### config.mk
export PLATFORM = sky130hd
export DESIGN_NAME = rx_packet_descriptor_ring_core
export DESIGN_NICKNAME = d
export VERILOG_FILES = /design/src/rtl/rxpdr_pkg.sv /design/src/rtl/rxpdr_desc_mem.sv /design/src/rtl/rx_packet_descriptor_ring_core.sv
export SDC_FILE = /design/constraint.sdc
export NUM_CORES = 1
export LEC_CHECK = 0
export BUFFER_PORTS_ARGS = -buffer_cell sky130_fd_sc_hd__buf_2
export CORE_AREA = 5 5 176 178
export CTS_CLUSTER_DIAMETER = 120
export CTS_CLUSTER_SIZE = 40
export DETAILED_ROUTE_END_ITERATION = 10
export DIE_AREA = 0 0 181 183
export PLACE_DENSITY_LB_ADDON = 0.15
export SLEW_MARGIN = 10
export SYNTH_ARGS = -nofsm -noshare
export SYNTH_HDL_FRONTEND = slang
export SYNTH_HIERARCHICAL = 1
export SYNTH_SLANG_ARGS = --single-unit
### constraint.sdc
create_clock -name i_clk -period 8 [get_ports i_clk]
set_clock_uncertainty 0.05 [all_clocks]
set_input_delay 0.8 -clock i_clk [delete_from_list [all_inputs] [get_ports i_clk]]
set_output_delay 0.8 -clock i_clk [all_outputs]
set_load 0.02 [all_outputs]
### src/rtl/rxpdr_pkg.sv
// Shared types and constants for the receive packet descriptor ring.
package rxpdr_pkg;

    // Default sizing of the ring and the receive data buffer
    localparam int DEF_DESC_COUNT = 16;
    localparam int DEF_DATA_SIZE  = 1024;
    localparam int DEF_MAX_PACKET = 133;

    // Fixed field widths
    localparam int FUNC_W = 2;
    localparam int LEN_W  = 8;

    // Operation codes; code 3 has no meaning and leaves the ring unchanged
    typedef enum logic [FUNC_W-1:0] {
        FUNC_COMMIT = 2'd0,
        FUNC_READ   = 2'd1,
        FUNC_CLEAR  = 2'd2
    } t_func;

endpackage

### src/rtl/rxpdr_desc_mem.sv
// Descriptor store: one write port, one read port with registered read data.
module rxpdr_desc_mem #(
    parameter int DEPTH  = 16,
    parameter int IDX_W  = 4,
    parameter int DATA_W = 18
) (
    input  logic              i_clk,
    input  logic              i_wr_en,
    input  logic [IDX_W-1:0]  i_wr_addr,
    input  logic [DATA_W-1:0] i_wr_data,
    input  logic [IDX_W-1:0]  i_rd_addr,
    output logic [DATA_W-1:0] o_rd_data
);

    logic [DATA_W-1:0] r_mem [DEPTH];
    logic [DATA_W-1:0] r_rd_data;

    // Write port
    always_ff @(posedge i_clk) begin
        if (i_wr_en) begin
            r_mem[i_wr_addr] <= i_wr_data;
        end
    end

    // Read port, data registered
    always_ff @(posedge i_clk) begin
        r_rd_data <= r_mem[i_rd_addr];
    end

    assign o_rd_data = r_rd_data;

endmodule

### src/rtl/rx_packet_descriptor_ring_core.sv
// Receive packet descriptor ring: commit, pop and clear of packet descriptors.
//
//  channel   handshake             payload
//  -------   -------------------   ------------------------------------------
//  command   start, busy           i_func, i_recv_len, i_read_limit
//  result    o_valid (strobe)      o_next_addr, o_is_empty, o_pkt_start,
//                                  o_pkt_len, o_truncated
//
// One item is taken every cycle; busy is low whenever reset is released.
// Each result passes through the registered read port of the descriptor
// store, together with the stage 1 register, and then the result register.
// Reset clears the ring indices, the last packet end and the pipeline; the
// descriptor store itself is not cleared. The receiver cannot stall, so the
// pipeline never holds.
module rx_packet_descriptor_ring_core #(
    parameter int DESC_COUNT = rxpdr_pkg::DEF_DESC_COUNT,
    parameter int DATA_SIZE  = rxpdr_pkg::DEF_DATA_SIZE,
    parameter int MAX_PACKET = rxpdr_pkg::DEF_MAX_PACKET,
    localparam int ADDR_W    = $clog2(DATA_SIZE)
) (
    input  logic                        i_clk,
    input  logic                        i_rst_n,
    input  logic                        start,
    output logic                        busy,
    input  logic [rxpdr_pkg::FUNC_W-1:0] i_func,
    input  logic [rxpdr_pkg::LEN_W-1:0]  i_recv_len,
    input  logic [rxpdr_pkg::LEN_W-1:0]  i_read_limit,
    output logic                        o_valid,
    output logic [ADDR_W-1:0]           o_next_addr,
    output logic                        o_is_empty,
    output logic [ADDR_W-1:0]           o_pkt_start,
    output logic [rxpdr_pkg::LEN_W-1:0]  o_pkt_len,
    output logic                        o_truncated
);

    import rxpdr_pkg::*;

    localparam int IDX_W  = $clog2(DESC_COUNT);
    localparam int DESC_W = ADDR_W + LEN_W;

    // Highest offset that still leaves MAX_PACKET+1 bytes before the end
    localparam logic [ADDR_W-1:0] WRAP_LIMIT = ADDR_W'(DATA_SIZE - MAX_PACKET - 1);
    localparam logic [LEN_W-1:0]  LEN_MAX    = LEN_W'(MAX_PACKET);
    localparam logic [IDX_W-1:0]  IDX_LAST   = IDX_W'(DESC_COUNT - 1);

    typedef struct packed {
        logic valid;
        logic commit;
        logic pop;
        logic empty;
    } t_s1_ctrl;

    function automatic logic [IDX_W-1:0] f_next_idx(input logic [IDX_W-1:0] idx);
        return (idx == IDX_LAST) ? '0 : idx + 1'b1;
    endfunction

    function automatic logic [ADDR_W-1:0] f_wrap(input logic [ADDR_W-1:0] p);
        return (p > WRAP_LIMIT) ? '0 : p;
    endfunction

    // Ring state
    logic [IDX_W-1:0]  r_write_idx, n_write_idx;
    logic [IDX_W-1:0]  r_read_idx,  n_read_idx;
    logic [ADDR_W-1:0] r_last_end,  n_last_end;

    // Stage 1
    t_s1_ctrl          r_s1, n_s1;
    logic [LEN_W-1:0]  r_s1_limit;
    logic [ADDR_W-1:0] r_s1_next;

    // Result register
    logic              r_out_valid;
    logic [ADDR_W-1:0] r_next_addr, n_next_addr;
    logic              r_is_empty,  n_is_empty;
    logic [ADDR_W-1:0] r_pkt_start, n_pkt_start;
    logic [LEN_W-1:0]  r_pkt_len,   n_pkt_len;
    logic              r_truncated, n_truncated;

    logic              accept;
    t_func             op;
    logic [LEN_W-1:0]  len_sat;
    logic [ADDR_W-1:0] commit_begin;
    logic [ADDR_W-1:0] commit_finish;
    logic [ADDR_W-1:0] commit_next;
    logic              ring_empty;
    logic              mem_wr_en;
    logic [DESC_W-1:0] mem_rd_data;
    logic [ADDR_W-1:0] rd_start;
    logic [LEN_W-1:0]  rd_len;

    assign busy   = !i_rst_n;
    assign accept = start && !busy;
    assign op     = t_func'(i_func);

    // Commit placement: previous end, wrapped, plus the saturated length
    assign len_sat       = (i_recv_len > LEN_MAX) ? LEN_MAX : i_recv_len;
    assign commit_begin  = f_wrap(r_last_end);
    assign commit_finish = commit_begin + ADDR_W'(len_sat);
    assign commit_next   = f_wrap(commit_finish);
    assign ring_empty    = (r_read_idx == r_write_idx);

    // Decode of the accepted item
    always_comb begin
        n_write_idx = r_write_idx;
        n_read_idx  = r_read_idx;
        n_last_end  = r_last_end;
        mem_wr_en   = 1'b0;
        n_s1        = '0;
        n_s1.valid  = accept;
        if (accept) begin
            unique case (op)
                FUNC_COMMIT: begin
                    mem_wr_en   = 1'b1;
                    n_write_idx = f_next_idx(r_write_idx);
                    n_last_end  = commit_finish;
                    n_s1.commit = 1'b1;
                end
                FUNC_READ: begin
                    if (ring_empty) begin
                        n_s1.empty = 1'b1;
                    end else begin
                        n_s1.pop   = 1'b1;
                        n_read_idx = f_next_idx(r_read_idx);
                    end
                end
                FUNC_CLEAR: begin
                    n_read_idx = r_write_idx;
                end
                default: begin
                end
            endcase
        end
    end

    // Descriptor store holds start offset and saturated length
    rxpdr_desc_mem #(
        .DEPTH  (DESC_COUNT),
        .IDX_W  (IDX_W),
        .DATA_W (DESC_W)
    ) u_desc_mem (
        .i_clk     (i_clk),
        .i_wr_en   (mem_wr_en),
        .i_wr_addr (r_write_idx),
        .i_wr_data ({commit_begin, len_sat}),
        .i_rd_addr (r_read_idx),
        .o_rd_data (mem_rd_data)
    );

    assign rd_start = mem_rd_data[DESC_W-1:LEN_W];
    assign rd_len   = mem_rd_data[LEN_W-1:0];

    // Result fields; unused fields are zero
    always_comb begin
        n_next_addr = r_s1.commit ? r_s1_next : '0;
        n_is_empty  = r_s1.empty;
        n_pkt_start = '0;
        n_pkt_len   = '0;
        n_truncated = 1'b0;
        if (r_s1.pop) begin
            n_pkt_start = rd_start;
            if (rd_len > r_s1_limit) begin
                n_pkt_len   = r_s1_limit;
                n_truncated = 1'b1;
            end else begin
                n_pkt_len   = rd_len;
            end
        end
    end

    // Control registers
    always_ff @(posedge i_clk) begin
        if (!i_rst_n) begin
            r_write_idx <= '0;
            r_read_idx  <= '0;
            r_last_end  <= '0;
            r_s1        <= '0;
            r_out_valid <= 1'b0;
        end else begin
            r_write_idx <= n_write_idx;
            r_read_idx  <= n_read_idx;
            r_last_end  <= n_last_end;
            r_s1        <= n_s1;
            r_out_valid <= r_s1.valid;
        end
    end

    // Payload registers
    always_ff @(posedge i_clk) begin
        r_s1_limit  <= i_read_limit;
        r_s1_next   <= commit_next;
        r_next_addr <= n_next_addr;
        r_is_empty  <= n_is_empty;
        r_pkt_start <= n_pkt_start;
        r_pkt_len   <= n_pkt_len;
        r_truncated <= n_truncated;
    end

    assign o_valid     = r_out_valid;
    assign o_next_addr = r_next_addr;
    assign o_is_empty  = r_is_empty;
    assign o_pkt_start = r_pkt_start;
    assign o_pkt_len   = r_pkt_len;
    assign o_truncated = r_truncated;

endmodule

# --- After elaboration in Yosys (flattened, before gate mapping) ---
# Memory sizes are Yosys's and may differ from the RTL's. A register that Yosys moved wholly into a read port is not among the register bits.
# Cells that the tools add are included.
word_totals:
  reg_bits: 71
  inputBits: 21
  ramBits: 288
  out_inout_bits: 32
  wordCells: 51
  memories: 1
mem_list:
  columns: ["name", "words", "width", "read_ports", "rd_ports_with_merged_regs", "wr", "line", "rtl"]
  rows:
  - ["u_desc_mem.r_mem", 16, 18, 1, 1, 1, "rxpdr_desc_mem.sv:15", "logic [DATA_W-1:0] r_mem [DEPTH];"]
op_classes:
  order_cmp: 4
  n_addsub: 3
  reduce_logical: 8
  n_eq_ne: 6
  n_mux: 14
ops:
  columns: ["cell", "n"]
  rows:
  - ["$gt A10 B10 Y1 const B", 2]
  - ["$mux W8", 2]
  - ["$mux W4", 3]
  - ["$add A10 B8 Y10", 1]
  - ["$mux W10", 1]
  - ["$add A4 B1 Y4 const B", 2]
  - ["$eq A4 B4 Y1 const B", 2]
  - ["$gt A8 B8 Y1", 1]
  - ["$gt A8 B8 Y1 const B", 1]
  - ["$pmux W4 S2", 1]
  - ["$mux W1", 7]
  - ["$reduce_and A3 Y1", 2]
  - ["$eq A4 B4 Y1", 1]
  - ["$reduce_and A2 Y1", 2]
  - ["$eq A2 B1 Y1 const B", 1]
  - ["$eq A2 B2 Y1 const B", 1]
  - ["$logic_not A2 Y1", 1]
  - ["$ne A2 B2 Y1 const B", 1]
  - ["$reduce_bool A2 Y1", 1]
  - ["$logic_and A1 B1 Y1", 1]
  - ["$logic_not A1 Y1", 1]

# --- Logic depth before layout (Yosys ltp) ---
depth:
  word_depth: 5
  depth_mapped: 12

# --- Hierarchy ---
# The synthesis kept the hierarchy.
by_module_without_submodules:
  columns: ["module", "cells_each", "n_inst", "area_each_um2"]
  rows:
  - ["rxpdr_desc_mem", 482, 1, 11323.4]
  - ["rx_packet_descriptor_ring_core", 328, 1, 3046.7]

# --- Worst setup path before layout ---
# OpenSTA, ideal clock, no wires.
synth_timing:
  path_type: "input port to flip-flop"
  from: "in i_rst_n"
  to: "mem u_desc_mem.r_mem[0][0] (enable)"
  arrival_ns: 3.521
  path_stages: 6
  path_buffers: 1
  setup_ns: 0.416
  setup_slack_ns: 4.014
  path_cell_list: "nand2_1 or3_1 inv_1 buf_1 or3b_2 nor3_1"
synth_via:
  elab_chain_cells: 4
synth_rtl:
  columns: ["item", "line", "rtl"]
  rows:
  - ["from (decl)", "rx_packet_descriptor_ring_core.sv:22", "input logic i_rst_n,"]
  - ["$logic_and A1 B1 Y1", "rx_packet_descriptor_ring_core.sv:92", "assign accept = start && !busy;"]
  - ["$mux W1", "rx_packet_descriptor_ring_core.sv:110", "if (accept) begin"]
  - ["named net mem_wr_en", "rx_packet_descriptor_ring_core.sv:86", "logic mem_wr_en;"]
  - ["$mux W1", "rxpdr_desc_mem.sv:20", "if (i_wr_en) begin"]
  - ["$mux W1 (implied by the code)", "rxpdr_desc_mem.sv:21", "r_mem[i_wr_addr] <= i_wr_data;"]
  - ["to (decl)", "rxpdr_desc_mem.sv:15", null]
# The timed path passes the listed nets, and every way through them passes these cells.

# --- Final worst setup path ---
layout_timing:
  from: "reg r_last_end[7]"
  to: "reg r_s1_next[3]"
layout_via:
  elab_chain_cells: 4
layout_rtl:
  columns: ["item", "line", "rtl"]
  rows:
  - ["from (decl)", "rx_packet_descriptor_ring_core.sv:64", "logic [ADDR_W-1:0] r_last_end, n_last_end;"]
  - ["from (signal assigned)", "rx_packet_descriptor_ring_core.sv:181", "r_last_end <= n_last_end;"]
  - ["$gt A10 B10 Y1 *", "rx_packet_descriptor_ring_core.sv:58", "return (p > WRAP_LIMIT) ? '0 : p;"]
  - ["$mux W10 *", "rx_packet_descriptor_ring_core.sv:58", null]
  - ["named net commit_begin[0]", "rx_packet_descriptor_ring_core.sv:82", "logic [ADDR_W-1:0] commit_begin;"]
  - ["$add A10 B8 Y10 *", "rx_packet_descriptor_ring_core.sv:98", "assign commit_finish = commit_begin + ADDR_W'(len_sat);"]
  - ["$gt A10 B10 Y1", "rx_packet_descriptor_ring_core.sv:58", null]
  - ["to (signal assigned)", "rx_packet_descriptor_ring_core.sv:190", "r_s1_next <= commit_next;"]
  - ["to (decl)", "rx_packet_descriptor_ring_core.sv:69", "logic [ADDR_W-1:0] r_s1_next;"]
# Mark *: on every way through the listed nets, which the timed path passes. The rest lies on a longest branch.
# A chain may end at the register's enable or synchronous reset.

==> flow_metrics.tcl <==
set metrics [dict create \
    grt_overflow 0 \
    p_int_w 0.00248 \
    gp_congestion 0.838 \
    diodes 0 \
    yosysTopAreaCellShare 0.602 \
    cts_tree "built" \
    clkSinkCount 377 \
    io_pins 53 \
    post_cts_buffers 0 \
    max_freq_mhz 249 \
    yosysWarnings 6 \
    initial_core_util 0.491 \
    grt_antenna_before_repair 0 \
    syn_inst 810 \
    yosysTopAreaCell "edfxtp_1" \
    finalHoldViolCount 0 \
    drc 0 \
    syn_area_sq_um 14400 \
    core_area_sq_um 29200 \
    ys_top_cells_by_count "edfxtp_1, dfxtp_1, nand2_1" \
    clock_path_buffers 3 \
    regToRegSetupSlack_ns 3.99 \
    async_flop_share 0 \
    fin_ws_ns 3.99 \
    finalSetupTns_ns 0 \
    worst_pin_slew_ns 1.16 \
    clkLatencyLatePin_ns 0.52 \
    yosysMostFrequentCell "edfxtp_1" \
    status "finished, final reports clean" \
    slew_viol_final 0 \
    cp_max_fo 17 \
    place_ws_ns 3.73 \
    postCtsHoldBufs 0 \
    track_usage 0.179 \
    p_seq_frac 0.681 \
    ant_nets 0 \
    synthTopCellsByArea "edfxtp_1, dfxtp_1, mux4_2" \
    hpwl_um 17300 \
    p_comb_frac 0.040 \
    viasPerCell 5.75 \
    start_kind "register" \
    synth_nets 850 \
    swShare 0.203 \
    avgRoutedWirePerCell_um 23.3 \
    setup_viol 0 \
    root_buffer "clkbuf_16" \
    crit_arrival_ns 4.37 \
    rows 63 \
    die_h_um 183 \
    ys.flop_type "edfxtp_1" \
    grt_pass1_wl_um 45100 \
    areaGrowthSynthToFinish_pct 8.01 \
    power.density_nw_per_um2 201 \
    grt_pass1_vias 7509 \
    clkPwrFrac 0.278 \
    nets 902 \
    layout-drive-gt1-share 0.188 \
    worst-setup-path-type "register to register" \
    maxCapViolations 0 \
    die_x_um 181 \
    vias 7235 \
    drtIter0Drc 534 \
    clkSlewWorstSetupHoldPaths_ns 0.14 \
    min_path_type "register to register" \
    syn_area_per_cell_sq_um 17.7 \
    synth-seq-cells 377 \
    leakage_nw 5.40 \
    portBuffers 52 \
    synth_seq_area_share 0.726 \
    peakVddDrop_mv 0.125 \
    wirelength_um 29400 \
    cts_max_level 1 \
    cp.required_ns 8.36 \
    power.switching_w 0.000634 \
    cts_made_buffers 13 \
    slew_headroom 0.224 \
    end_kind "register" \
    cts.repair.resized 0 \
    grt_start_max_net_pins 75 \
    drt_first_pass_iters 5 \
    ys_types 52 \
    synth_edf_count 288 \
    finalCritPeriodShare 0.502 \
    dieArea_sq_um 33100 \
    rsz0062_at_grt "false" \
    period_needed_ns 4.01 \
]
## worst max-delay path, stage by stage, from the launching register on
cell and delay (ns):
dfxtp_1 0.46, a41oi_1 0.08, nor3b_1 0.47, nand2_1 0.30, and2_1 0.42, ha_1 0.33, fa_1 0.45, a21oi_1 0.21
o211ai_1 0.12, o41ai_1 0.33, xnor2_1 0.24, a221oi_4 0.34, nor2b_1 0.09
## registers in the layout, indices dropped and copies added, names as in the netlist
name                  flops
r_write_idx               4
r_last_end               10
r_s1_limit                8
r_read_idx                4
o_truncated               1
n_is_empty                1
u_desc_mem/o_rd_data     18
r_s1                      3
o_next_addr              10
u_desc_mem/r_mem        288
o_is_empty                1
o_pkt_start              10
o_pkt_len                 8
r_s1_next                10
o_valid                   1
## through the flow
stage	instances	area (sq um)	power, W	hold slack [ns]	utilization
global route	1258	15500	0.00323	0.305	0.531
finish	1258	15500	0.00312	0.300	0.531
global placement	1237	15100	0.00229	0.271	0.518
floorplan	810	14400	0.00226	0.260	-
CTS	1258	15500	0.00314	0.301	0.530
detailed placement	1237	15100	0.00229	0.270	0.518
## metal layers
| layer | part of all wire | track usage | wire length [um] |
|---|---|---|---|
| met3 | 0.049 | 0.0202 | 1430 |
| met4 | 0.017 | 0.0381 | 510 |
| met2 | 0.49 | 0.307 | 14500 |
| met1 | 0.44 | 0.253 | 12900 |
| met5 | 0 | 0 | 0 |
## path summary, 6_finish.rpt
check                           cells after the start          start           end
worst max-delay path                               12  r_last_end[7]  r_s1_next[3]
worst min-delay path                                0     n_is_empty    o_is_empty
worst max register to register                     12  r_last_end[7]  r_s1_next[3]
worst min register to register                      0     n_is_empty    o_is_empty
## cell type report
| type | instances | area (sq um) |
|---|---|---|
| fillers | 2302 | 13700 |
| well taps | 390 | 488 |
| inverters | 17 | 63.8 |
| clock inverters | 2 | 27.5 |
| multi-input cells | 385 | 3780 |
| clock buffers | 19 | 348 |
| repair buffers | 68 | 380 |
| flip-flops and latches | 377 | 10400 |
## cell usage in the layout (no fill, tap or decap), drive strengths merged, types with 5 or more instances in the layout
master,instances
nand2b,6
a21oi,22
nand2,65
mux4,72
mux2i,10
nor2,27
ha,18
buf,68
nor2b,15
inv,17
dfxtp,89
and2,34
a22oi,36
a21o,5
edfxtp,288
a211oi,11
o21ai,12
xnor2,7
clkbuf,19
nor3,6
## power groups by stage
stage | combinational [W] | sequential (W) | clock (W)
6_report | 0.000125 | 0.00212 | 0.000867
5_1_grt | 0.000138 | 0.00213 | 0.000963
4_1_cts | 0.000126 | 0.00212 | 0.000894
3_5_place_dp | 0.000125 | 0.00217 | 0
3_3_place_gp | 0.000121 | 0.00217 | 0
2_1_floorplan | 0.0000937 | 0.00216 | 0
## logic make-up after synthesis
group	synth area share
buffers and inverters	0.0163
xor gates and xnor gates	0.00610
AOI/OAI and AO/OA	0.0495
muxes	0.126
adders and majority gates	0.0171
and+or+nand+nor	0.0596
DFF	0.726
Power figures use the tool's default switching activity.
